==> src/hw/rtl/html_entity_escaper_core_macros.svh <==
// ---------------------------------------------------------------------------
// html entity escaper assertion macros
// clocked property checks, compiled out for synthesis
// ---------------------------------------------------------------------------
`ifndef HTML_ENTITY_ESCAPER_CORE_MACROS_SVH
`define HTML_ENTITY_ESCAPER_CORE_MACROS_SVH

`ifndef SYNTHESIS

// property must hold at every edge outside reset
`define HEE_ASSERT(lbl, clk, rstn, prop, msg) \
    lbl: assert property (@(posedge clk) disable iff (!rstn) (prop)) else $error(msg);

// condition must never be true outside reset
`define HEE_NEVER(lbl, clk, rstn, cond, msg) \
    lbl: assert property (@(posedge clk) disable iff (!rstn) !(cond)) else $error(msg);

`else

`define HEE_ASSERT(lbl, clk, rstn, prop, msg)

`define HEE_NEVER(lbl, clk, rstn, cond, msg)

`endif

`endif

==> src/hw/rtl/hee_pkg.sv <==
// ---------------------------------------------------------------------------
// hee_pkg
// shared types, character codes and run tables of the html entity escaper
// ---------------------------------------------------------------------------
package hee_pkg;

    localparam int OUT_BUFFER_SIZE = 16384;
    localparam logic [15:0] LIMIT_RESET = 16'(OUT_BUFFER_SIZE - 2);
    localparam logic [15:0] COUNT_MAX = 16'hFFFF;
    localparam int QUEUE_DEPTH_DEF = 4;

    // longest expansion is ten bytes
    localparam int RUN_IDX_W = 4;

    localparam logic [7:0] CH_NUL  = 8'h00;
    localparam logic [7:0] CH_LF   = 8'h0A;
    localparam logic [7:0] CH_QUOT = 8'h22;
    localparam logic [7:0] CH_AMP  = 8'h26;
    localparam logic [7:0] CH_LT   = 8'h3C;
    localparam logic [7:0] CH_GT   = 8'h3E;

    localparam logic [0:4][7:0] AMP_RUN  = "&amp;";
    localparam logic [0:3][7:0] LT_RUN   = "&lt;";
    localparam logic [0:3][7:0] GT_RUN   = "&gt;";
    localparam logic [0:6][7:0] QUOT_RUN = "&ldquo;";
    localparam logic [0:9][7:0] LF_RUN   = "<BR><BR />";

    typedef enum logic [2:0] {
        KIND_PLAIN,
        KIND_AMP,
        KIND_LT,
        KIND_GT,
        KIND_QUOT,
        KIND_LF,
        KIND_MARKER
    } kind_t;

    // one classified item waiting for expansion
    typedef struct packed {
        kind_t      kind;
        logic [7:0] data;
        logic       last;
        logic       trunc;
    } desc_t;

    function automatic logic [RUN_IDX_W-1:0] run_len(input kind_t kind);
        logic [RUN_IDX_W-1:0] len;
        len = RUN_IDX_W'(1);
        unique case (kind)
            KIND_AMP:  len = RUN_IDX_W'(5);
            KIND_LT:   len = RUN_IDX_W'(4);
            KIND_GT:   len = RUN_IDX_W'(4);
            KIND_QUOT: len = RUN_IDX_W'(7);
            KIND_LF:   len = RUN_IDX_W'(10);
            default:   len = RUN_IDX_W'(1);
        endcase
        return len;
    endfunction

    function automatic logic [7:0] run_char(input desc_t d, input logic [RUN_IDX_W-1:0] idx);
        logic [7:0] ch;
        ch = CH_NUL;
        if (idx < run_len(d.kind))
        begin
            unique case (d.kind)
                KIND_PLAIN:  ch = d.data;
                KIND_AMP:    ch = AMP_RUN[idx[2:0]];
                KIND_LT:     ch = LT_RUN[idx[1:0]];
                KIND_GT:     ch = GT_RUN[idx[1:0]];
                KIND_QUOT:   ch = QUOT_RUN[idx[2:0]];
                KIND_LF:     ch = LF_RUN[idx];
                default:     ch = CH_NUL;
            endcase
        end
        return ch;
    endfunction

endpackage

==> src/hw/rtl/hee_front.sv <==
// ---------------------------------------------------------------------------
// hee_front
// accepts input items, classifies them and keeps the per-string output count
// ---------------------------------------------------------------------------
module hee_front
    import hee_pkg::*;
(
    input  logic        clk,
    input  logic        rst_n,
    input  logic        cfg_we,
    input  logic [15:0] cfg_wdata,
    input  logic        in_valid,
    output logic        in_ready,
    input  logic [7:0]  in_byte,
    input  logic        in_last,
    input  logic        q_full,
    output logic        q_push,
    output desc_t       q_desc
);

    logic [15:0] limit_reg;
    logic [15:0] count_reg, count_next;
    logic        reached_reg, reached_next;

    kind_t       kind;
    logic [16:0] sum;
    logic [15:0] sat;
    logic        hit;
    logic        emit;
    logic        accept;

    assign in_ready = !q_full;
    assign accept   = in_valid && in_ready;

    always_comb
    begin
        unique case (in_byte)
            CH_AMP:  kind = KIND_AMP;
            CH_LT:   kind = KIND_LT;
            CH_GT:   kind = KIND_GT;
            CH_QUOT: kind = KIND_QUOT;
            CH_LF:   kind = KIND_LF;
            default: kind = KIND_PLAIN;
        endcase
    end

    assign sum = {1'b0, count_reg} + {{(17 - RUN_IDX_W){1'b0}}, run_len(kind)};
    assign sat = sum[16] ? COUNT_MAX : sum[15:0];
    assign hit = sat >= limit_reg;

    always_comb
    begin
        emit         = 1'b0;
        q_desc.kind  = kind;
        q_desc.data  = in_byte;
        q_desc.last  = in_last;
        q_desc.trunc = 1'b0;
        count_next   = count_reg;
        reached_next = reached_reg;
        if (accept)
        begin
            if (in_byte == CH_NUL)
            begin
                // bare end marker closes the string
                emit         = 1'b1;
                q_desc.kind  = KIND_MARKER;
                q_desc.last  = 1'b1;
                q_desc.trunc = reached_reg;
                count_next   = '0;
                reached_next = 1'b0;
            end
            else if (reached_reg)
            begin
                // string already cut: drop, unless it ends here
                emit         = in_last;
                q_desc.kind  = KIND_MARKER;
                q_desc.last  = 1'b1;
                q_desc.trunc = 1'b1;
                if (in_last)
                begin
                    count_next   = '0;
                    reached_next = 1'b0;
                end
            end
            else
            begin
                emit         = 1'b1;
                q_desc.trunc = hit;
                count_next   = in_last ? '0 : sat;
                reached_next = in_last ? 1'b0 : hit;
            end
        end
    end

    assign q_push = emit;

    always_ff @(posedge clk or negedge rst_n)
    begin
        if (!rst_n)
        begin
            limit_reg   <= LIMIT_RESET;
            count_reg   <= '0;
            reached_reg <= 1'b0;
        end
        else
        begin
            if (cfg_we)
            begin
                limit_reg <= cfg_wdata;
            end
            count_reg   <= count_next;
            reached_reg <= reached_next;
        end
    end

endmodule

==> src/hw/rtl/hee_queue.sv <==
// ---------------------------------------------------------------------------
// hee_queue
// short descriptor queue between the classifier and the expander
// ---------------------------------------------------------------------------
`include "html_entity_escaper_core_macros.svh"

module hee_queue
    import hee_pkg::*;
#(
    parameter int DEPTH = QUEUE_DEPTH_DEF
)
(
    input  logic  clk,
    input  logic  rst_n,
    input  logic  push,
    input  desc_t wr_desc,
    output logic  full,
    input  logic  pop,
    output logic  head_valid,
    output desc_t head
);

    localparam int PTR_W = (DEPTH > 1) ? $clog2(DEPTH) : 1;
    localparam int CNT_W = $clog2(DEPTH + 1);

    desc_t              slots [DEPTH];
    logic [PTR_W-1:0]   wr_ptr_reg, rd_ptr_reg;
    logic [CNT_W-1:0]   count_reg;

    function automatic logic [PTR_W-1:0] bump(input logic [PTR_W-1:0] p);
        return (p == PTR_W'(DEPTH - 1)) ? '0 : p + PTR_W'(1);
    endfunction

    assign full       = count_reg == CNT_W'(DEPTH);
    assign head_valid = count_reg != '0;
    assign head       = slots[rd_ptr_reg];

    always_ff @(posedge clk)
    begin
        if (push)
        begin
            slots[wr_ptr_reg] <= wr_desc;
        end
    end

    always_ff @(posedge clk or negedge rst_n)
    begin
        if (!rst_n)
        begin
            wr_ptr_reg <= '0;
            rd_ptr_reg <= '0;
            count_reg  <= '0;
        end
        else
        begin
            if (push)
            begin
                wr_ptr_reg <= bump(wr_ptr_reg);
            end
            if (pop)
            begin
                rd_ptr_reg <= bump(rd_ptr_reg);
            end
            if (push && !pop)
            begin
                count_reg <= count_reg + CNT_W'(1);
            end
            else if (pop && !push)
            begin
                count_reg <= count_reg - CNT_W'(1);
            end
        end
    end

    `HEE_NEVER(a_no_push_full, clk, rst_n, push && full, "push into full queue")
    `HEE_NEVER(a_no_pop_empty, clk, rst_n, pop && !head_valid, "pop from empty queue")
    `HEE_ASSERT(a_count_range, clk, rst_n, count_reg <= CNT_W'(DEPTH), "queue count overrun")
    `HEE_ASSERT(a_ptr_match, clk, rst_n,
        (wr_ptr_reg != rd_ptr_reg) || (count_reg == '0) || full, "pointers disagree with count")

endmodule

==> src/hw/rtl/hee_back.sv <==
// ---------------------------------------------------------------------------
// hee_back
// expands queued descriptors into escaped output bytes, one per cycle while out_ready is high
// ---------------------------------------------------------------------------
`include "html_entity_escaper_core_macros.svh"

module hee_back
    import hee_pkg::*;
(
    input  logic        clk,
    input  logic        rst_n,
    input  logic        head_valid,
    input  desc_t       head,
    output logic        pop,
    output logic        out_valid,
    input  logic        out_ready,
    output logic [7:0]  out_byte,
    output logic        byte_valid,
    output logic        run_last,
    output logic        string_end,
    output logic        truncated
);

    logic [RUN_IDX_W-1:0] idx_reg, idx_next;
    logic                 out_valid_reg, out_valid_next;
    logic [7:0]           out_byte_reg;
    logic                 out_bvalid_reg;
    logic                 out_rlast_reg;
    logic                 out_send_reg;
    logic                 out_trunc_reg;

    logic                 advance;
    logic                 at_end;

    // output register frees up when empty or taken this cycle
    assign advance = head_valid && (!out_valid_reg || out_ready);
    assign at_end  = idx_reg == run_len(head.kind) - RUN_IDX_W'(1);
    assign pop     = advance && at_end;

    always_comb
    begin
        idx_next       = idx_reg;
        out_valid_next = out_valid_reg && !out_ready;
        if (advance)
        begin
            out_valid_next = 1'b1;
            idx_next       = at_end ? '0 : idx_reg + RUN_IDX_W'(1);
        end
    end

    always_ff @(posedge clk or negedge rst_n)
    begin
        if (!rst_n)
        begin
            idx_reg       <= '0;
            out_valid_reg <= 1'b0;
        end
        else
        begin
            idx_reg       <= idx_next;
            out_valid_reg <= out_valid_next;
        end
    end

    always_ff @(posedge clk)
    begin
        if (advance)
        begin
            out_byte_reg   <= run_char(head, idx_reg);
            out_bvalid_reg <= head.kind != KIND_MARKER;
            out_rlast_reg  <= at_end;
            out_send_reg   <= at_end && head.last;
            out_trunc_reg  <= head.trunc;
        end
    end

    assign out_valid  = out_valid_reg;
    assign out_byte   = out_byte_reg;
    assign byte_valid = out_bvalid_reg;
    assign run_last   = out_rlast_reg;
    assign string_end = out_send_reg;
    assign truncated  = out_trunc_reg;

    `HEE_ASSERT(a_idx_in_run, clk, rst_n,
        head_valid |-> (idx_reg < run_len(head.kind)), "run index past end of run")
    `HEE_ASSERT(a_idx_idle, clk, rst_n, !head_valid |-> (idx_reg == '0), "run index left over")
    `HEE_ASSERT(a_marker_closes, clk, rst_n,
        (out_valid_reg && !out_bvalid_reg) |-> (out_rlast_reg && out_send_reg),
        "end marker not closing its string")

endmodule

==> src/hw/rtl/html_entity_escaper_core.sv <==
// ---------------------------------------------------------------------------
// html_entity_escaper_core
// escapes a byte stream into html text with a per-string output limit
// ---------------------------------------------------------------------------
//  channel   dir  tdata                          tlast        tuser
//  s_*       in   in_byte[7:0]                   string_last  -
//  m_*       out  out_byte[7:0], run_last, pad   string_end   byte_valid, truncated
//  cfg_*     in   output_limit[15:0] (cfg_wdata) -            -
//
//  ordinary bytes: one item in and one item out per cycle while m_tready is high
//  an expansion holds the expander until every byte of its run is out, the
//  queue of QUEUE_DEPTH descriptors lets input keep flowing meanwhile
//  a taken item is written to the queue, then its first result is registered onto m_*
//  reset clears the string count, the cut flag, the queue and the output stage
//  m_tready low stalls the expander only; input stops once the queue fills
// ---------------------------------------------------------------------------
module html_entity_escaper_core
    import hee_pkg::*;
#(
    parameter int QUEUE_DEPTH = QUEUE_DEPTH_DEF
)
(
    input  logic        clk,
    input  logic        rst_n,
    input  logic        cfg_we,
    input  logic [15:0] cfg_wdata,     // output_limit
    input  logic        s_tvalid,
    output logic        s_tready,
    input  logic [7:0]  s_tdata,       // in_byte
    input  logic        s_tlast,
    output logic        m_tvalid,
    input  logic        m_tready,
    output logic [15:0] m_tdata,       // out_byte[7:0], run_last, zero pad
    output logic        m_tlast,
    output logic [1:0]  m_tuser        // byte_valid, truncated
);

    desc_t q_desc;
    desc_t head;
    logic  q_push;
    logic  q_full;
    logic  q_pop;
    logic  head_valid;
    logic  out_run_last;
    logic  out_bvalid;
    logic  out_trunc;
    logic [7:0] out_byte;

    hee_front u_front (
        .clk       (clk),
        .rst_n     (rst_n),
        .cfg_we    (cfg_we),
        .cfg_wdata (cfg_wdata),
        .in_valid  (s_tvalid),
        .in_ready  (s_tready),
        .in_byte   (s_tdata),
        .in_last   (s_tlast),
        .q_full    (q_full),
        .q_push    (q_push),
        .q_desc    (q_desc)
    );

    hee_queue #(
        .DEPTH (QUEUE_DEPTH)
    ) u_queue (
        .clk        (clk),
        .rst_n      (rst_n),
        .push       (q_push),
        .wr_desc    (q_desc),
        .full       (q_full),
        .pop        (q_pop),
        .head_valid (head_valid),
        .head       (head)
    );

    hee_back u_back (
        .clk        (clk),
        .rst_n      (rst_n),
        .head_valid (head_valid),
        .head       (head),
        .pop        (q_pop),
        .out_valid  (m_tvalid),
        .out_ready  (m_tready),
        .out_byte   (out_byte),
        .byte_valid (out_bvalid),
        .run_last   (out_run_last),
        .string_end (m_tlast),
        .truncated  (out_trunc)
    );

    assign m_tdata = {7'b0, out_run_last, out_byte};
    assign m_tuser = {out_trunc, out_bvalid};

endmodule

==> config.mk <==
export PLATFORM = sky130hd
export DESIGN_NAME = html_entity_escaper_core
export DESIGN_NICKNAME = d
export VERILOG_FILES = /design/src/hw/rtl/hee_pkg.sv /design/src/hw/rtl/hee_front.sv /design/src/hw/rtl/hee_queue.sv /design/src/hw/rtl/hee_back.sv /design/src/hw/rtl/html_entity_escaper_core.sv
export VERILOG_INCLUDE_DIRS = /design/src /design/src/hw/rtl
export SDC_FILE = /design/constraint.sdc
export NUM_CORES = 1
export LEC_CHECK = 0
export BUFFER_PORTS_ARGS = -buffer_cell sky130_fd_sc_hd__clkbuf_2
export CAP_MARGIN = 10
export CORE_ASPECT_RATIO = 1.75
export CORE_UTILIZATION = 54
export DETAILED_ROUTE_END_ITERATION = 8
export PLACE_DENSITY = 0.76
export SLEW_MARGIN = 0
export SYNTH_ARGS = -nofsm -noshare
export SYNTH_HDL_FRONTEND = slang
export SYNTH_SLANG_ARGS = --single-unit
==> constraint.sdc <==
create_clock -name clk -period 4 [get_ports clk]
set_clock_uncertainty 0.1 [all_clocks]
set_input_delay 0.8 -clock clk [delete_from_list [all_inputs] [get_ports clk]]
set_output_delay 0.8 -clock clk [all_outputs]
set_load 0.01 [all_outputs]
==> results.json <==
{
  "min_period_over_period_pct": 102.1,
  "synth_top_area_share_pct": 31.99,
  "cp.required_ns": 3.99,
  "synth-seq-cells": 109,
  "hold_buffers": 0,
  "synth_area_leaders": "edfxtp_1 (32%), dfrtp_1 (13%), ha_1 (7.5%)",
  "power.leakage_nw": 3.063,
  "p_switching_mw": 1.541,
  "maxSlewHeadroom_pct": 25.51,
  "cp_max_fo": 4,
  "crit_path_max_incr_delay_ns": 0.33,
  "switching_share_pct": 37.20,
  "nNetsFinal": 697,
  "irDropWorstVdd_v": 0.0003825,
  "largest_reg_flops": 52,
  "syn-instance-count": 541,
  "synth_top_flop_cell": "edfxtp_1",
  "power_frac_comb_pct": 39.2,
  "grt_usage_pct": 28.06,
  "dieArea_mm2": 0.01157,
  "slew_viol_final": 0,
  "hold_path_class": "reg2reg",
  "core_area_mm2": 0.01076,
  "crit_path_end_kind": "flop",
  "htreeDepth": 3,
  "period_needed_ns": 4.085,
  "synth_edf_count": 64,
  "final_common_cell": "edfxtp_1",
  "fin_tns_setup_ns": -0.3374,
  "synth_top_area_cell": "edfxtp_1",
  "vias": 4528,
  "layout.cells.most_common_list": "edfxtp_1 (64), buf_4 (61), nand2_1 (53)",
  "avgSynthCellArea_um2": 11.11,
  "first_global_vias": 4680,
  "dp_cells": 741,
  "worstMarginPinSlew_ns": 1.089,
  "synth.cell_area_mm2": 0.006008,
  "fin_cells": 764,
  "num_rows": 50,
  "cts_buffers": 9,
  "worstPathArrival_ns": 4.07,
  "hold_violations": 0,
  "grt_pass1_wl_um": 23500,
  "synth_cell_type_count": 66,
  "drive_gt1_share_pct": 29.34,
  "initial_core_util_pct": 55.84,
  "fmax_mhz": 244.8,
  "grt_setup_unrepaired": "true",
  "power_density_mw_per_mm2": 576.7,
  "drt-initial-drc-count": 203,
  "path_cells": "buf_6, nor3_4, nand2_2, nor4_4, ha_2, a21o_1, a21o_1, a21oi_4, or4_4, xor2_1, nand2_1, ha_4, a21o_1, a21o_1, a211oi_2, nand3_1, a41oi_2, a2111oi_4",
  "dr.pass1.iters": 4,
  "clockBufferDepth": 2,
  "drc": 0,
  "wl_per_cell_um": 19.39,
  "yosysWarnings": 0,
  "status": "complete, but fails checks",
  "insertion_delay_ns": 0.36,
  "viasPerCell": 5.927,
  "start_kind": "primary input",
  "slowest_stage": "ha_2",
  "cts.clk_slew.worst_paths_ns": 0.08,
  "die_h_um": 141.5,
  "cap_violations": 0,
  "die_w_um": 81.74,
  "critPathMostFrequentCell": "a21o_1",
  "gr-total-overflow": 0,
  "tritoncts": "done",
  "layout_setup_ws_ns": -0.08462,
  "wl_um": 14820,
  "ant_nets": 0,
  "dpl.hpwl_um": 11190,
  "async_flop_share_pct": 41.28,
  "seqPwrFrac_pct": 39.3,
  "antenna_found_initial": 0,
  "gp_congestion": 0.9167,
  "root_buffer": "clkbuf_16",
  "port_buffers": 43,
  "grt_max_degree": 34,
  "p_clk_share_pct": 21.4,
  "p_int_mw": 2.602,
  "areaGrowthSynthToFinish_pct": 19.60,
  "cts.sinks": 109,
  "setup-violations-final": 4,
  "critPathKind": "in2reg",
  "num_io_pins": 51,
  "diodes": 0,
  "ys_seq_area_share_pct": 51.00,
  "violations": "negative setup slack",
  "fillers": 830
}
-- Yosys cell counts (all sizes together), types with 2 or more instances --
cell type,number
o22a,2
or3,2
dfstp,13
or2,3
nand2b,13
nor2b,6
and3b,2
a22o,10
a21oi,26
a2111oi,4
nor4,5
a211oi,6
or3b,2
a21o,11
xnor2,9
o21ai,43
xor2,8
mux2,6
nand4,5
o22ai,4
clkbuf,17
ha,36
mux2i,3
mux4,13
buf,16
fa,2
and2,5
nor3,13
o21a,3
o31ai,2
nand2,55
dfrtp,32
nand3,10
inv,35
a31oi,4
o2bb2ai,3
edfxtp,64
nor2,29
and3,2
-- power by group through the flow --
stage	sequential (mW)	clock [mW]	combinational (mW)
global placement	1.63	0	1.50
floorplan	1.59	0	1.12
global route	1.66	0.947	1.81
detailed placement	1.65	0	1.56
CTS	1.63	0.906	1.57
finish	1.63	0.888	1.63
-- layout make-up --
| cell class | instances | area (µm²) | share of cell area (%) |
|---|---|---|---|
| multi-input combinational | 369 | 2838 | 39.49 |
| clock inverter | 7 | 72.57 | 1.010 |
| tap | 130 | 162.7 | 2.264 |
| sequential | 109 | 3067 | 42.68 |
| timing repair buffer | 104 | 685.7 | 9.542 |
| inverter | 36 | 135.1 | 1.881 |
| clock buffer | 9 | 225.2 | 3.134 |
-- metrics by stage --
step / utilization, % / hold slack (ns) / instance area (µm²) / power (mW) / setup WS, ns
CTS: 65.74 / 0.4026 / 7074 / 4.103 / -0.06704
global route: 66.78 / 0.4311 / 7186 / 4.411 / -0.3121
finish: 66.78 / 0.4007 / 7186 / 4.144 / -0.08462
floorplan: - / 0.3554 / 6162 / 2.706 / -0.1613
global placement: 62.90 / 0.3712 / 6768 / 3.132 / -0.4122
detailed placement: 62.90 / 0.3907 / 6768 / 3.206 / -0.5047
-- critical path: cells and delay by family --
| family | cells | cell delay (ns) |
|---|---|---|
| xor+xnor | 1 | 0.15 |
| fa+ha+maj | 2 | 0.55 |
| compound gates | 8 | 1.45 |
| simple gates | 6 | 1.00 |
| buf+inv | 1 | 0.10 |
-- worst paths after layout --
kind	start	to	slack, ns	depth (start not counted)
min in group asynchronous	rst_n	u_front.count_reg[14]	0.46	1
max in group asynchronous	rst_n	u_queue.rd_ptr_reg[1]	2.60	2
worst min register to register	u_queue.count_reg[2]	u_queue.count_reg[2]	0.40	1
worst max-delay path	s_tdata[0]	u_queue.slots[0][0]	-0.08	18
worst max register to register	u_queue.rd_ptr_reg[0]	u_queue.count_reg[1]	0.15	14
worst min-delay path	u_queue.count_reg[2]	u_queue.count_reg[2]	0.40	1
-- what timing repair did --
item / in CTS / in global routing
pin swaps: 1 / 5
endpoints found under the setup margin: 7 / 7
gates resized for setup: 1 / 18
setup buffers: 1 / 6
-- per-layer routing --
layer  global-route usage, %  share of wire (%)  vias up
met3                   5.080                3.2       53
li1                        -                  -     2127
met4                   18.01                6.6        0
met5                       0                  0        -
met2                   52.85                 58      125
met1                   26.12                 32     2223
-- logic make-up after synthesis --
kind of cell,share of synthesized area (%)
AOI/OAI and AO/OA,13.85
and+or+nand+nor,12.77
adders and majority gates,8.163
xor gates and xnor gates,2.478
buffers and inverters,5.123
DFF,51.00
other,0.06241
muxes,6.560
(Power assumes the default switching activity.)
